## src/rtl/mcsi_pkg.sv

```systemverilog
// Shared types, constants and tables of the Monte Carlo sine integrator.
// Used by mcsi_ctrl, mcsi_dp and monte_carlo_sine_integrator_unit; depends on nothing.
`default_nettype none

package mcsi_pkg;

    localparam int CORDIC_STEPS_DEF  = 16;
    localparam int FRACTION_BITS_DEF = 16;

    // Width of the CORDIC angle and vector registers (Q2.30 plus headroom).
    localparam int CW = 35;

    localparam logic [32:0] TWO_PI_Q30  = 33'd6746518852;
    localparam logic [32:0] PI_Q30      = 33'd3373259426;
    localparam logic [32:0] HALF_PI_Q30 = 33'd1686629713;
    localparam logic [32:0] GAIN_Q30    = 33'd652032874;

    localparam logic [1:0] KIND_EST   = 2'd0;
    localparam logic [1:0] KIND_MEAN  = 2'd1;
    localparam logic [1:0] KIND_SIGMA = 2'd2;

    localparam logic [2:0] REG_LOW    = 3'd0;
    localparam logic [2:0] REG_HIGH   = 3'd1;
    localparam logic [2:0] REG_BOTTOM = 3'd2;
    localparam logic [2:0] REG_TOP    = 3'd3;
    localparam logic [2:0] REG_POINTS = 3'd4;
    localparam logic [2:0] REG_RUNS   = 3'd5;

    localparam logic [1:0] DSRC_EST  = 2'd0;
    localparam logic [1:0] DSRC_MEAN = 2'd1;
    localparam logic [1:0] DSRC_MSQ  = 2'd2;

    localparam logic SQ_EST  = 1'b0;
    localparam logic SQ_MEAN = 1'b1;

    typedef struct packed {
        logic       load_point;
        logic       red_step;
        logic       fold;
        logic       cord_step;
        logic       hit;
        logic       mul_wh;
        logic       mul_lo;
        logic       mul_hi;
        logic       div_load;
        logic [1:0] div_src;
        logic       div_step;
        logic       take_est;
        logic       take_mean;
        logic       take_msq;
        logic       sq_step;
        logic       sq_src;
        logic       acc;
        logic       diff;
        logic       sqrt_step;
        logic       emit;
        logic [1:0] emit_kind;
        logic       emit_final;
        logic       clear_burst;
        logic [6:0] idx;
    } mcsi_cmd_t;

    typedef struct packed {
        logic run_end;
        logic stats_due;
        logic out_free;
    } mcsi_sts_t;

    function automatic logic [CW-1:0] atan_q30(input logic [4:0] i);
        logic [CW-1:0] v;
        unique case (i)
            5'd0:    v = CW'(843314856);
            5'd1:    v = CW'(497837829);
            5'd2:    v = CW'(263043836);
            5'd3:    v = CW'(133525158);
            5'd4:    v = CW'(67021686);
            5'd5:    v = CW'(33543515);
            5'd6:    v = CW'(16775850);
            5'd7:    v = CW'(8388437);
            5'd8:    v = CW'(4194282);
            5'd9:    v = CW'(2097149);
            5'd10:   v = CW'(1048575);
            5'd11:   v = CW'(524287);
            5'd12:   v = CW'(262143);
            5'd13:   v = CW'(131071);
            5'd14:   v = CW'(65535);
            5'd15:   v = CW'(32767);
            5'd16:   v = CW'(16383);
            5'd17:   v = CW'(8191);
            5'd18:   v = CW'(4095);
            5'd19:   v = CW'(2047);
            5'd20:   v = CW'(1023);
            5'd21:   v = CW'(511);
            5'd22:   v = CW'(255);
            5'd23:   v = CW'(127);
            5'd24:   v = CW'(63);
            5'd25:   v = CW'(31);
            5'd26:   v = CW'(15);
            5'd27:   v = CW'(7);
            5'd28:   v = CW'(3);
            5'd29:   v = CW'(1);
            default: v = '0;
        endcase
        return v;
    endfunction

endpackage

`default_nettype wire

```

## src/rtl/mcsi_ctrl.sv

```systemverilog
// Sequencer of the Monte Carlo sine integrator: one state machine with an
// iteration counter that drives the datapath. Depends on mcsi_pkg.
`default_nettype none

module mcsi_ctrl #(
    parameter int CORDIC_STEPS  = mcsi_pkg::CORDIC_STEPS_DEF,
    parameter int FRACTION_BITS = mcsi_pkg::FRACTION_BITS_DEF
) (
    input  wire                clk,
    input  wire                rst_n,
    input  wire                in_valid,
    output logic               in_ready,
    input  mcsi_pkg::mcsi_sts_t sts,
    output mcsi_pkg::mcsi_cmd_t cmd
);

    localparam logic [6:0] RED_LAST  = 7'(28 - FRACTION_BITS);
    localparam logic [6:0] CORD_LAST = 7'(CORDIC_STEPS - 1);
    localparam logic [6:0] DIV_LAST  = 7'd127;
    localparam logic [6:0] SQ_LAST   = 7'd3;
    localparam logic [6:0] SQRT_LAST = 7'd47;

    localparam logic [4:0] ST_IDLE   = 5'd0;
    localparam logic [4:0] ST_RED    = 5'd1;
    localparam logic [4:0] ST_FOLD   = 5'd2;
    localparam logic [4:0] ST_CORD   = 5'd3;
    localparam logic [4:0] ST_HIT    = 5'd4;
    localparam logic [4:0] ST_MUL1   = 5'd5;
    localparam logic [4:0] ST_MUL2   = 5'd6;
    localparam logic [4:0] ST_MUL3   = 5'd7;
    localparam logic [4:0] ST_LDE    = 5'd8;
    localparam logic [4:0] ST_DIVE   = 5'd9;
    localparam logic [4:0] ST_TAKE_E = 5'd10;
    localparam logic [4:0] ST_SQE    = 5'd11;
    localparam logic [4:0] ST_ACC    = 5'd12;
    localparam logic [4:0] ST_EMIT_E = 5'd13;
    localparam logic [4:0] ST_DIVM   = 5'd14;
    localparam logic [4:0] ST_TAKE_M = 5'd15;
    localparam logic [4:0] ST_DIVQ   = 5'd16;
    localparam logic [4:0] ST_TAKE_Q = 5'd17;
    localparam logic [4:0] ST_SQM    = 5'd18;
    localparam logic [4:0] ST_DIFF   = 5'd19;
    localparam logic [4:0] ST_SQRT   = 5'd20;
    localparam logic [4:0] ST_EMIT_M = 5'd21;
    localparam logic [4:0] ST_EMIT_S = 5'd22;

    logic [4:0] state_reg;
    logic [4:0] state_next;
    logic [6:0] cnt_reg;
    logic [6:0] cnt_next;

    always_comb
    begin
        cmd        = '0;
        cmd.idx    = cnt_reg;
        in_ready   = 1'b0;
        state_next = state_reg;
        cnt_next   = cnt_reg;
        unique case (state_reg)
            ST_IDLE:
            begin
                in_ready = 1'b1;
                if (in_valid)
                begin
                    cmd.load_point = 1'b1;
                    cnt_next       = '0;
                    state_next     = ST_RED;
                end
            end
            ST_RED:
            begin
                cmd.red_step = 1'b1;
                if (cnt_reg == RED_LAST)
                begin
                    cnt_next   = '0;
                    state_next = ST_FOLD;
                end
                else
                begin
                    cnt_next = cnt_reg + 7'd1;
                end
            end
            ST_FOLD:
            begin
                cmd.fold   = 1'b1;
                cnt_next   = '0;
                state_next = ST_CORD;
            end
            ST_CORD:
            begin
                cmd.cord_step = 1'b1;
                if (cnt_reg == CORD_LAST)
                begin
                    cnt_next   = '0;
                    state_next = ST_HIT;
                end
                else
                begin
                    cnt_next = cnt_reg + 7'd1;
                end
            end
            ST_HIT:
            begin
                cmd.hit    = 1'b1;
                state_next = sts.run_end ? ST_MUL1 : ST_IDLE;
            end
            ST_MUL1:
            begin
                cmd.mul_wh = 1'b1;
                state_next = ST_MUL2;
            end
            ST_MUL2:
            begin
                cmd.mul_lo = 1'b1;
                state_next = ST_MUL3;
            end
            ST_MUL3:
            begin
                cmd.mul_hi = 1'b1;
                state_next = ST_LDE;
            end
            ST_LDE:
            begin
                cmd.div_load = 1'b1;
                cmd.div_src  = mcsi_pkg::DSRC_EST;
                cnt_next     = '0;
                state_next   = ST_DIVE;
            end
            ST_DIVE, ST_DIVM, ST_DIVQ:
            begin
                cmd.div_step = 1'b1;
                if (cnt_reg == DIV_LAST)
                begin
                    cnt_next = '0;
                    if (state_reg == ST_DIVE)
                    begin
                        state_next = ST_TAKE_E;
                    end
                    else if (state_reg == ST_DIVM)
                    begin
                        state_next = ST_TAKE_M;
                    end
                    else
                    begin
                        state_next = ST_TAKE_Q;
                    end
                end
                else
                begin
                    cnt_next = cnt_reg + 7'd1;
                end
            end
            ST_TAKE_E:
            begin
                cmd.take_est = 1'b1;
                cnt_next     = '0;
                state_next   = ST_SQE;
            end
            ST_SQE, ST_SQM:
            begin
                cmd.sq_step = 1'b1;
                cmd.sq_src  = (state_reg == ST_SQM) ? mcsi_pkg::SQ_MEAN : mcsi_pkg::SQ_EST;
                if (cnt_reg == SQ_LAST)
                begin
                    cnt_next   = '0;
                    state_next = (state_reg == ST_SQM) ? ST_DIFF : ST_ACC;
                end
                else
                begin
                    cnt_next = cnt_reg + 7'd1;
                end
            end
            ST_ACC:
            begin
                cmd.acc    = 1'b1;
                state_next = ST_EMIT_E;
            end
            ST_EMIT_E:
            begin
                if (sts.out_free)
                begin
                    cmd.emit       = 1'b1;
                    cmd.emit_kind  = mcsi_pkg::KIND_EST;
                    cmd.emit_final = !sts.stats_due;
                    if (sts.stats_due)
                    begin
                        cmd.div_load = 1'b1;
                        cmd.div_src  = mcsi_pkg::DSRC_MEAN;
                        cnt_next     = '0;
                        state_next   = ST_DIVM;
                    end
                    else
                    begin
                        state_next = ST_IDLE;
                    end
                end
            end
            ST_TAKE_M:
            begin
                cmd.take_mean = 1'b1;
                cmd.div_load  = 1'b1;
                cmd.div_src   = mcsi_pkg::DSRC_MSQ;
                cnt_next      = '0;
                state_next    = ST_DIVQ;
            end
            ST_TAKE_Q:
            begin
                cmd.take_msq = 1'b1;
                cnt_next     = '0;
                state_next   = ST_SQM;
            end
            ST_DIFF:
            begin
                cmd.diff   = 1'b1;
                cnt_next   = '0;
                state_next = ST_SQRT;
            end
            ST_SQRT:
            begin
                cmd.sqrt_step = 1'b1;
                if (cnt_reg == SQRT_LAST)
                begin
                    cnt_next   = '0;
                    state_next = ST_EMIT_M;
                end
                else
                begin
                    cnt_next = cnt_reg + 7'd1;
                end
            end
            ST_EMIT_M:
            begin
                if (sts.out_free)
                begin
                    cmd.emit      = 1'b1;
                    cmd.emit_kind = mcsi_pkg::KIND_MEAN;
                    state_next    = ST_EMIT_S;
                end
            end
            ST_EMIT_S:
            begin
                if (sts.out_free)
                begin
                    cmd.emit        = 1'b1;
                    cmd.emit_kind   = mcsi_pkg::KIND_SIGMA;
                    cmd.emit_final  = 1'b1;
                    cmd.clear_burst = 1'b1;
                    state_next      = ST_IDLE;
                end
            end
            default:
            begin
                state_next = ST_IDLE;
            end
        endcase
    end

    always_ff @(posedge clk or negedge rst_n)
    begin
        if (!rst_n)
        begin
            state_reg <= ST_IDLE;
            cnt_reg   <= '0;
        end
        else
        begin
            state_reg <= state_next;
            cnt_reg   <= cnt_next;
        end
    end

endmodule

`default_nettype wire

```

## config.mk

```make
export PLATFORM = sky130hd
export DESIGN_NAME = mcsi_ctrl
export DESIGN_NICKNAME = d
export VERILOG_FILES = /design/src/rtl/mcsi_pkg.sv /design/src/rtl/mcsi_ctrl.sv
export SDC_FILE = /design/constraint.sdc
export NUM_CORES = 1
export LEC_CHECK = 0
export ABC_AREA = 1
export BUFFER_PORTS_ARGS = -buffer_cell sky130_fd_sc_hd__buf_4
export CAP_MARGIN = 15
export CORE_AREA = 5 5 61 63
export CTS_CLUSTER_DIAMETER = 100
export DETAILED_ROUTE_END_ITERATION = 16
export DIE_AREA = 0 0 66 68
export GPL_TIMING_DRIVEN = 0
export PLACE_DENSITY_LB_ADDON = 0.1
export SETUP_SLACK_MARGIN = 0.3
export SLEW_MARGIN = 40
export SYNTH_ARGS = -nofsm -noshare
export SYNTH_HDL_FRONTEND = slang
export SYNTH_SLANG_ARGS = --single-unit
```

## constraint.sdc

```tcl
create_clock -name clk -period 1.6 [get_ports clk]
set_input_delay 0.16 -clock clk [delete_from_list [all_inputs] [get_ports clk]]
set_output_delay 0.16 -clock clk [all_outputs]
set_load 0.01 [all_outputs]
```

# == Yosys cells after proc, flatten, opt, wreduce, memory -nomap -nowiden ==
# Cells that the tools add are included.
# word_totals
regBits,12
latch_bits,0
ram_bits,0
rom_bits,0
inputBits,6
output_inout_bits,33
wordCells,100
mem_count,0
# classes
addsub,1
mul,0
n_div,0
magnitude_cmp,0
eq_ne,37
shift,0
mux,52
bitwise_logic,0
reduce_logical,8
# op_table
operator,count
5-bit case mux with 20 select lines,1
5-bit two-way mux,13
7-bit two-way mux,8
7-bit case mux with 8 select lines,1
5-bit by 4-bit equality test with 1-bit output (second input constant),8
5-bit equality test (second input constant),7
5-bit by 3-bit equality test with 1-bit output (second input constant),4
2-bit != test (second input constant),10
1-bit two-way mux,19
3-bit case mux with 3 select lines,2
7-bit by 4-bit equality test with 1-bit output (second input constant),2
3-bit two-way mux,4
5-bit by 2-bit equality test with 1-bit output (second input constant),2
9-bit AND reduction,1
4-bit two-way mux,2
8-bit nonzero test,1
7-bit by 1-bit adder with 7-bit output (second input constant),1
7-bit by 2-bit equality test with 1-bit output (second input constant),1
7-bit by 6-bit equality test with 1-bit output (second input constant),1
7-bit equality test (second input constant),1
6-bit OR reduction,1
5-bit by 1-bit equality test with 1-bit output (second input constant),1
5-bit logical NOT,1
4-bit AND reduction,1
other kinds (5),5

# == Logic depth before layout (Yosys ltp) ==
# Gate-level depths: netlist (run 1).
# logic_depth
depth_word,5
mapped_depth,12
ltp_nobuf,11

# == Worst setup path after synthesis (run 1) ==
# OpenSTA, ideal clock, no wires.
# synth_path
kind,reg-to-reg
from,register cnt_reg[1]
to,register state_reg[2]
setup_time_ns,0.116
arrival_ns,1.469
required_time_ns,1.484
path_slack_ns,0.014
path_stages_with_launch,11
n_path_buf,0
synth_period_minus_slack_ns,1.586
path_cell_list,dfrtp_1 ha_1 nand3_1 nor2_1 inv_1 nand2_1 nand2_1 nor2_1 nand3_2 nand2_1 nand2_1
# synth_via
elab_chain_cells,3
elab_cells_between_ends,11
cone_classes,10 x eq/ne; 1 x reduce/logical
# synth_lines
item,line_no,text
"start, declared",mcsi_ctrl.sv:49,logic [6:0] cnt_reg;
"start signal, assigned",mcsi_ctrl.sv:268,cnt_reg <= cnt_next;
"7-bit by 6-bit equality test with 1-bit output, or another cell as far along",mcsi_ctrl.sv:221,if (cnt_reg == SQRT_LAST)
2-bit != test (no source line),n/a,
9-bit AND reduction (no source line) (*),n/a,
"end signal, assigned",mcsi_ctrl.sv:267,state_reg <= state_next;
"end, declared",mcsi_ctrl.sv:47,logic [4:0] state_reg;
# Every way passes the cells marked *; elsewhere a longest branch is shown, timed or not.
# A chain may end at the register's enable or synchronous reset.

# == Worst setup path after layout (run 1) ==
# layout_path
from,register state_reg[2]
to,register cnt_reg[4]
# layout_via
elab_chain_cells,4
elab_cells_between_ends,25
cone_classes,18 x eq/ne; 1 x mux; 6 x reduce/logical
# layout_lines
item,line_no,text
"5-bit equality test, or another cell as far along",mcsi_ctrl.sv:59,unique case (state_reg)
"6-bit OR reduction (no source line), or another cell as far along",n/a,
8-bit nonzero test (no source line),n/a,
4-bit AND reduction (no source line),n/a,
# Parallel ways exist; a longest one is shown, timed or not.

==> impl_metrics.toml, run 1 <==
[sta]
hold_violations = 0
fin_skew_ps = 12.72
slew_viol_final = 0
setup_ws_ps = -395.6
min_period_ps = 1996
tightest_slew_ps = 463.8
slew_headroom_pct = 68.84
fin_crit_sh_pct = 124.7
fmax_mhz = 501.1
setup_viol = 35
rsz0062_at_grt = "yes"

[placed_design]
post-place-cells = 331
finalWeightedCongestion = 0.9305
port_buffers = 38
dp_hpwl_um = 3317

[clocking]
insertion_delay_ps = 280
cts_buffers = 3
clk_pin_slew_ps = 80
cts_sinks = 12
htreeDepth = 1
root_buffer = "clkbuf_4"
cts_tree = "yes"
clockBufferDepth = 2

[floorplan]
ios = 39
core_area_um2 = 3179
dieWidth_um = 66
rows = 21
die_y_um = 68
die_area_um2 = 4488
start_util_pct = 43.53

[routing]
wl_um = 8268
drtPass1Iterations = 7
drtIter0Drc = 444
ant_nets = 0
avgRoutedWirePerCell_um = 21.15
viasPerCell = 6.202
num_vias = 2425
drc = 0

[setup_path]
startpoint = "state_reg[2]$_DFFE_PN0P_"
cp.arrival_ps = 2150
reg2reg_depth = 10
reg2reg_from = "state_reg[2]$_DFFE_PN0P_"
critPathMaxStageDelay_ps = 550
r2r-end = "cnt_reg[4]$_DFFE_PN0P_"
ff2ff_setup_slack_ps = -400
crit_type = "reg2reg"
endpoint_kind = "register"
cp_max_fo = 6
crit_end = "cnt_reg[4]$_DFFE_PN0P_"
crit_slowest_cell = "dfrtp_2"
cp_cell_sequence = "nor2_4 > buf_6 > buf_6 > nand2_4 > inv_4 > buf_4 > nand3_1 > nand2_1 > nor3_1 > nand2_1"
startpoint_type = "register"
crit_required_ps = 1750

[finish]
nets = 354
drive_gt1_share_pct = 61.45
largest_reg_flops = 7
n_antenna_cell = 0
syn2layout_area_growth_pct = 108.5
stdcell_count = 391
fill_cells = 125

[run_status]
status = "finished, violations left"
violations = "setup timing"

[yosys]
ys_seq_elements = 12
synthTopCellsByArea = "dfrtp_1 22%, nand2_1 20%, nor2_1 13%"
netlist_instances = 247
synth_area_um2 = 1384
yosys_warnings = 0
yosysUniqueCellTypes = 25
synth_top_cell_by_area = "dfrtp_1"
ys_seq_area_share_pct = 21.70
syn_nets = 255
avgSynthCellArea_um2 = 5.603
yosys.area.top_type_share_pct = 21.70

[pwr]
clkPwrFrac_pct = 4.7
ir_drop_uv = 1284
p_int_mw = 2.356
p_total_mw = 5.170
p_per_area_nw_per_um2 = 1792
seqPwrFrac_pct = 10.6
p_switching_mw = 2.814
leakage_nw = 1.414
combPwrFrac_pct = 84.8
switching_share_pct = 54.43

[global_routing]
grt_pass1_wl_um = 8093
grt_overflow = 0
grt_pass1_vias = 1799
grt.total_usage_pct = 22.97
grt_max_degree = 13
antenna_found_initial = 0

[run]
drv_cap = 0

[worst_hold_path]
worst_hold_path_type = "in2async"
==> per-stage QoR <==
stage	cell area, um^2	TNS (ps)	hold slack, ps	setup WS [ps]	utilization, %
2_1_floorplan	1500	0	-135.6	127.8	-
3_3_place_gp	1843	-816.5	6.707	-79.49	57.97
3_5_place_dp	1843	-746.3	5.733	-79.45	57.97
4_1_cts	2331	-629.3	251.3	-101.7	73.32
5_1_grt	2885	-6592	250.1	-336.4	90.75
6_report	2885	-4786	238.2	-395.6	90.75
==> placed cells by master (no fill, tap or decap), types with 2 or more instances in the layout <==
cell type  netlist  final
nand2_4          0      9
nand2_2          7     11
buf_6            2     31
buf_8            0      2
clkbuf_4         0      3
ha_4             0      2
nand2_1         75     60
inv_2            5     11
nor3_2           1      2
nand3_2          3      4
nor2_4           1     26
inv_4            0      6
nor3_1           7      6
nor2_2           2      9
inv_1           35     21
a21oi_4          0      2
a21oi_1          8      5
nand3_4          1     11
o21ai_0          6      4
dfrtp_1         12      4
o21ai_2          0      2
nand4_1          6      6
nand2_8          0      2
buf_4            0     62
nor2_1          47     15
dfrtp_2          0      8
nand3_1         20      9
==> metal layers <==
layer  part of all wire (%)  vias to the layer above  global-route usage [%]
met5                      0                        -                       0
met4                    8.5                        0                   8.122
met3                     11                      101                   2.791
met2                     45                      268                   38.67
met1                     35                     1081                   30.35
li1                       -                      975                       -
==> Yosys cell counts, drive strengths merged <==
cell / number
xor2: 1
nor2: 51
o21a: 1
nor3: 8
and3: 1
dfrtp: 12
buf: 3
or3: 1
nand3: 24
inv: 40
nand4: 6
o21ai: 6
ha: 2
nand2: 82
a21oi: 8
nor4: 1
==> how the worst min path moves through the flow <==
stage,start,cells after the start,end
2_1_floorplan,rst_n,0,cnt_reg[0]$_DFFE_PN0P_
3_3_place_gp,rst_n,1,cnt_reg[5]$_DFFE_PN0P_
3_5_place_dp,rst_n,1,state_reg[0]$_DFFE_PN0P_
4_1_cts,rst_n,2,cnt_reg[0]$_DFFE_PN0P_
5_1_grt,rst_n,2,cnt_reg[0]$_DFFE_PN0P_
6_report,rst_n,2,cnt_reg[0]$_DFFE_PN0P_
==> cell type report <==
type / count / area [um^2] / share of cell area (%)
clock buffers: 4 / 36.28 / 1.258
flip-flops and latches: 12 / 310.3 / 10.75
well taps: 46 / 57.56 / 1.995
repair buffers: 94 / 837.1 / 29.01
multi-input cells: 192 / 1431 / 49.61
plain buffers: 3 / 37.54 / 1.301
inverters: 40 / 175.2 / 6.071
==> cell families after synthesis <==
logic type      synth area share (%)
compound gates                 5.606
xor+xnor                      0.6330
fa+ha+maj                      1.808
buf+inv                        12.84
flops                          21.70
simple gates                   57.42
==> timing repair <==
action | 4_1_cts | 5_1_grt
hold endpoints to repair | 12 | 0
setup endpoints to repair | 38 | 38
pin swaps | 19 | 28
gates resized for setup | 73 | 82
hold buffers | 1 | 0
buffers inserted | 26 | 29
==> worst max-delay path: cells and delay by family, from the launching register on <==
family | cells | cell delay, ps
AND/OR/NAND/NOR | 6 | 870
buffers and inverters | 4 | 440
flip-flops | 1 | 550
==> power by group through the flow <==
| stage | Combinational, mW | Sequential (mW) | Clock (mW) |
|---|---|---|---|
| finish | 4.38 | 0.546 | 0.241 |
| global route | 4.52 | 0.557 | 0.256 |
| CTS | 3.04 | 0.525 | 0.239 |
| detailed placement | 2.12 | 0.506 | 0 |
| global placement | 2.13 | 0.504 | 0 |
| floorplan | 1.51 | 0.505 | 0 |
(Power assumes the default switching activity.)
==> inputs of run 2 (changes only) <==
--- a/config.mk
+++ b/config.mk
@@ -8,10 +8,10 @@
 export ABC_AREA = 1
 export BUFFER_PORTS_ARGS = -buffer_cell sky130_fd_sc_hd__buf_4
 export CAP_MARGIN = 15
-export CORE_AREA = 5 5 61 63
+export CORE_AREA = 5 5 78 80
 export CTS_CLUSTER_DIAMETER = 100
 export DETAILED_ROUTE_END_ITERATION = 16
-export DIE_AREA = 0 0 66 68
+export DIE_AREA = 0 0 83 85
 export GPL_TIMING_DRIVEN = 0
 export PLACE_DENSITY_LB_ADDON = 0.1
 export SETUP_SLACK_MARGIN = 0.3
==> run 2 against run 1 <==
  * The flow still finishes with violations (setup timing)
  * Maximum frequency grew 19%
  * Clock power grew 38%
  * Core utilization decreased by 41 points
  * Die area rose by 57%
  * Routed wire length fell by 37%
  * Worst setup slack improved by 320 ps
  * Via count fell by 24%
  * Worst hold slack better by 60 ps
  * Sequential share of layout area rose by 0.96 points
  * Combinational power shrank 18%
  * Non-clock buffer count shrank 21
  * Register-to-register slack better by 360 ps
  * Critical endpoint is now cmd[23]
  * Highest routed layer unchanged
==> impl_metrics.toml, run 2 (synthesis gave the netlist of run 1 again) <==
[setup_path]
crit_required_ps = 1440
startpoint_type = "register"
cp.arrival_ps = 1520
crit_type = "reg2out"
cp_cell_sequence = "buf_12 > nand3_4 > nor2_4 > inv_4 > nor2_4 > or3_4 > buf_6"
crit_slowest_cell = "dfrtp_1"
critPathMaxStageDelay_ps = 390
cp_max_fo = 9
endpoint_kind = "output port"
path_common_cell = "nor2_4"

[finish]
layout_common_cells = "58 x nand2_1, 55 x buf_4, 22 x inv_1, 22 x nor2_1"
syn2layout_area_growth_pct = 90.60
n_antenna_cell = 0
final_core_util_pct = 49.41
final_common_cell = "nand2_1"
nets = 333
largest_reg_flops = 7
drive_gt1_share_pct = 56.17
stdcell_count = 396

[clocking]
cts_sinks = 12
clk_pin_slew_ps = 50
insertion_delay_ps = 240
cts_tree = "yes"
htreeDepth = 1
cts_buffers = 3
clockBufferDepth = 2
root_buffer = "clkbuf_8"

[pwr]
leakage_nw = 1.302
p_per_area_nw_per_um2 = 1688
ir_drop_uv = 638.1

[floorplan]
start_util_pct = 25.93
die_y_um = 85
ios = 39
rows = 27
die_area_um2 = 7055
core_area_um2 = 5338
dieWidth_um = 83

[global_routing]
grt_max_degree = 13
antenna_found_initial = 0
grt_overflow = 0
grt_pass1_wl_um = 8459
grt_pass1_vias = 1764
grt.total_usage_pct = 14.40

[sta]
setup_ws_ps = -77.52
hold_violations = 0
slew_headroom_pct = 78.00
min_period_ps = 1678
fmax_mhz = 596.1
tightest_slew_ps = 327.5
slew_viol_final = 0
setup_viol = 20
fin_crit_sh_pct = 104.8
rsz0062_at_grt = "yes"
fin_skew_ps = 1.467

[placed_design]
finalWeightedCongestion = 0.8778
post-place-cells = 357
port_buffers = 38
dp_hpwl_um = 3719

[run_status]
status = "finished, violations left"
violations = "setup timing"

[routing]
viasPerCell = 4.646
num_vias = 1840
avgRoutedWirePerCell_um = 13.24
drtPass1Iterations = 4
wl_um = 5243
ant_nets = 0
drc = 0
drtIter0Drc = 39

[worst_hold_path]
worst_hold_path_type = "in2async"

[run]
drv_cap = 0
## run 2: cell types whose count changed in the layout (fill, tap and decap cells not counted), moves of 3 or more
cell / delta
buf_6: -14
clkbuf_4: -3
buf_4: -7
nor2_1: +7
clkbuf_8: +3
nor2_4: -9
## run 2: worst paths after layout
kind | start | end | slack [ps] | depth (start not counted)
worst min-delay path | rst_n | cnt_reg[5]$_DFFE_PN0P_ | 300 | 2
worst min register to register | cnt_reg[6]$_DFFE_PN0P_ | cnt_reg[6]$_DFFE_PN0P_ | 570 | 2
worst max register to register | state_reg[1]$_DFFE_PN0P_ | state_reg[2]$_DFFE_PN0P_ | -40 | 11
max in group asynchronous | rst_n | state_reg[3]$_DFFE_PN0P_ | 1130 | 2
min in group clk | sts[1] | state_reg[1]$_DFFE_PN0P_ | 320 | 5
worst max-delay path | state_reg[0]$_DFFE_PN0P_ | cmd[23] | -80 | 7
## run 2: area by class of cell
cell class	count	area, um^2
Buffer	3	42.54
Sequential cell	12	309.0
Clock buffer	4	55.05
Tap cell	72	90.09
Multi-Input combinational cell	192	1341
Timing Repair Buffer	73	626.9
Inverter	40	172.7
Fill cell	558	2700
## run 2: critical path: cells and delay by family, from the launching register on
family        cells  cell delay (ps)
simple gates      4              520
flops             1              390
buf+inv           3              360
## run 2: power by group
group / switching [mW] / leakage [nW] / internal (mW)
sequential: 0.134 / 0.150 / 0.402
combinational: 2.03 / 1.12 / 1.55
clock: 0.115 / 0.0288 / 0.218
total: 2.28 / 1.30 / 2.17
## run 2: per-layer routing
| layer | up-vias | part of all wire, % | GRT usage [%] |
|---|---|---|---|
| li1 | 931 | - | - |
| met1 | 844 | 42 | 16.82 |
| met2 | 51 | 51 | 26.97 |
| met3 | 14 | 4.7 | 3.204 |
| met4 | 0 | 2.4 | 2.823 |
| met5 | - | 0 | 0 |
## run 2: what timing repair did
| item | CTS | global route |
|---|---|---|
| pin swaps | 12 | 22 |
| hold buffers | 1 | 0 |
| gates resized for setup | 77 | 43 |
| setup buffers | 21 | 13 |
| endpoints found under the hold margin | 12 | 0 |
| setup endpoints to repair | 38 | 38 |
| gates cloned | 0 | 0 |
## run 2: per-stage QoR
| step | power (mW) | cell area [um^2] | hold WS [ps] | worst slack (ps) | TNS [ps] |
|---|---|---|---|---|---|
| finish | 4.453 | 2638 | 298.0 | -77.52 | -611.0 |
| global route | 4.801 | 2638 | 330.2 | -154.4 | -3040 |
| CTS | 3.981 | 2374 | 300.6 | -89.34 | -407.8 |
| detailed placement | 2.669 | 1876 | 18.18 | -130.9 | -1344 |
| global placement | 2.693 | 1876 | 15.62 | -158.3 | -1569 |
| floorplan | 2.019 | 1500 | -135.6 | 127.8 | 0 |
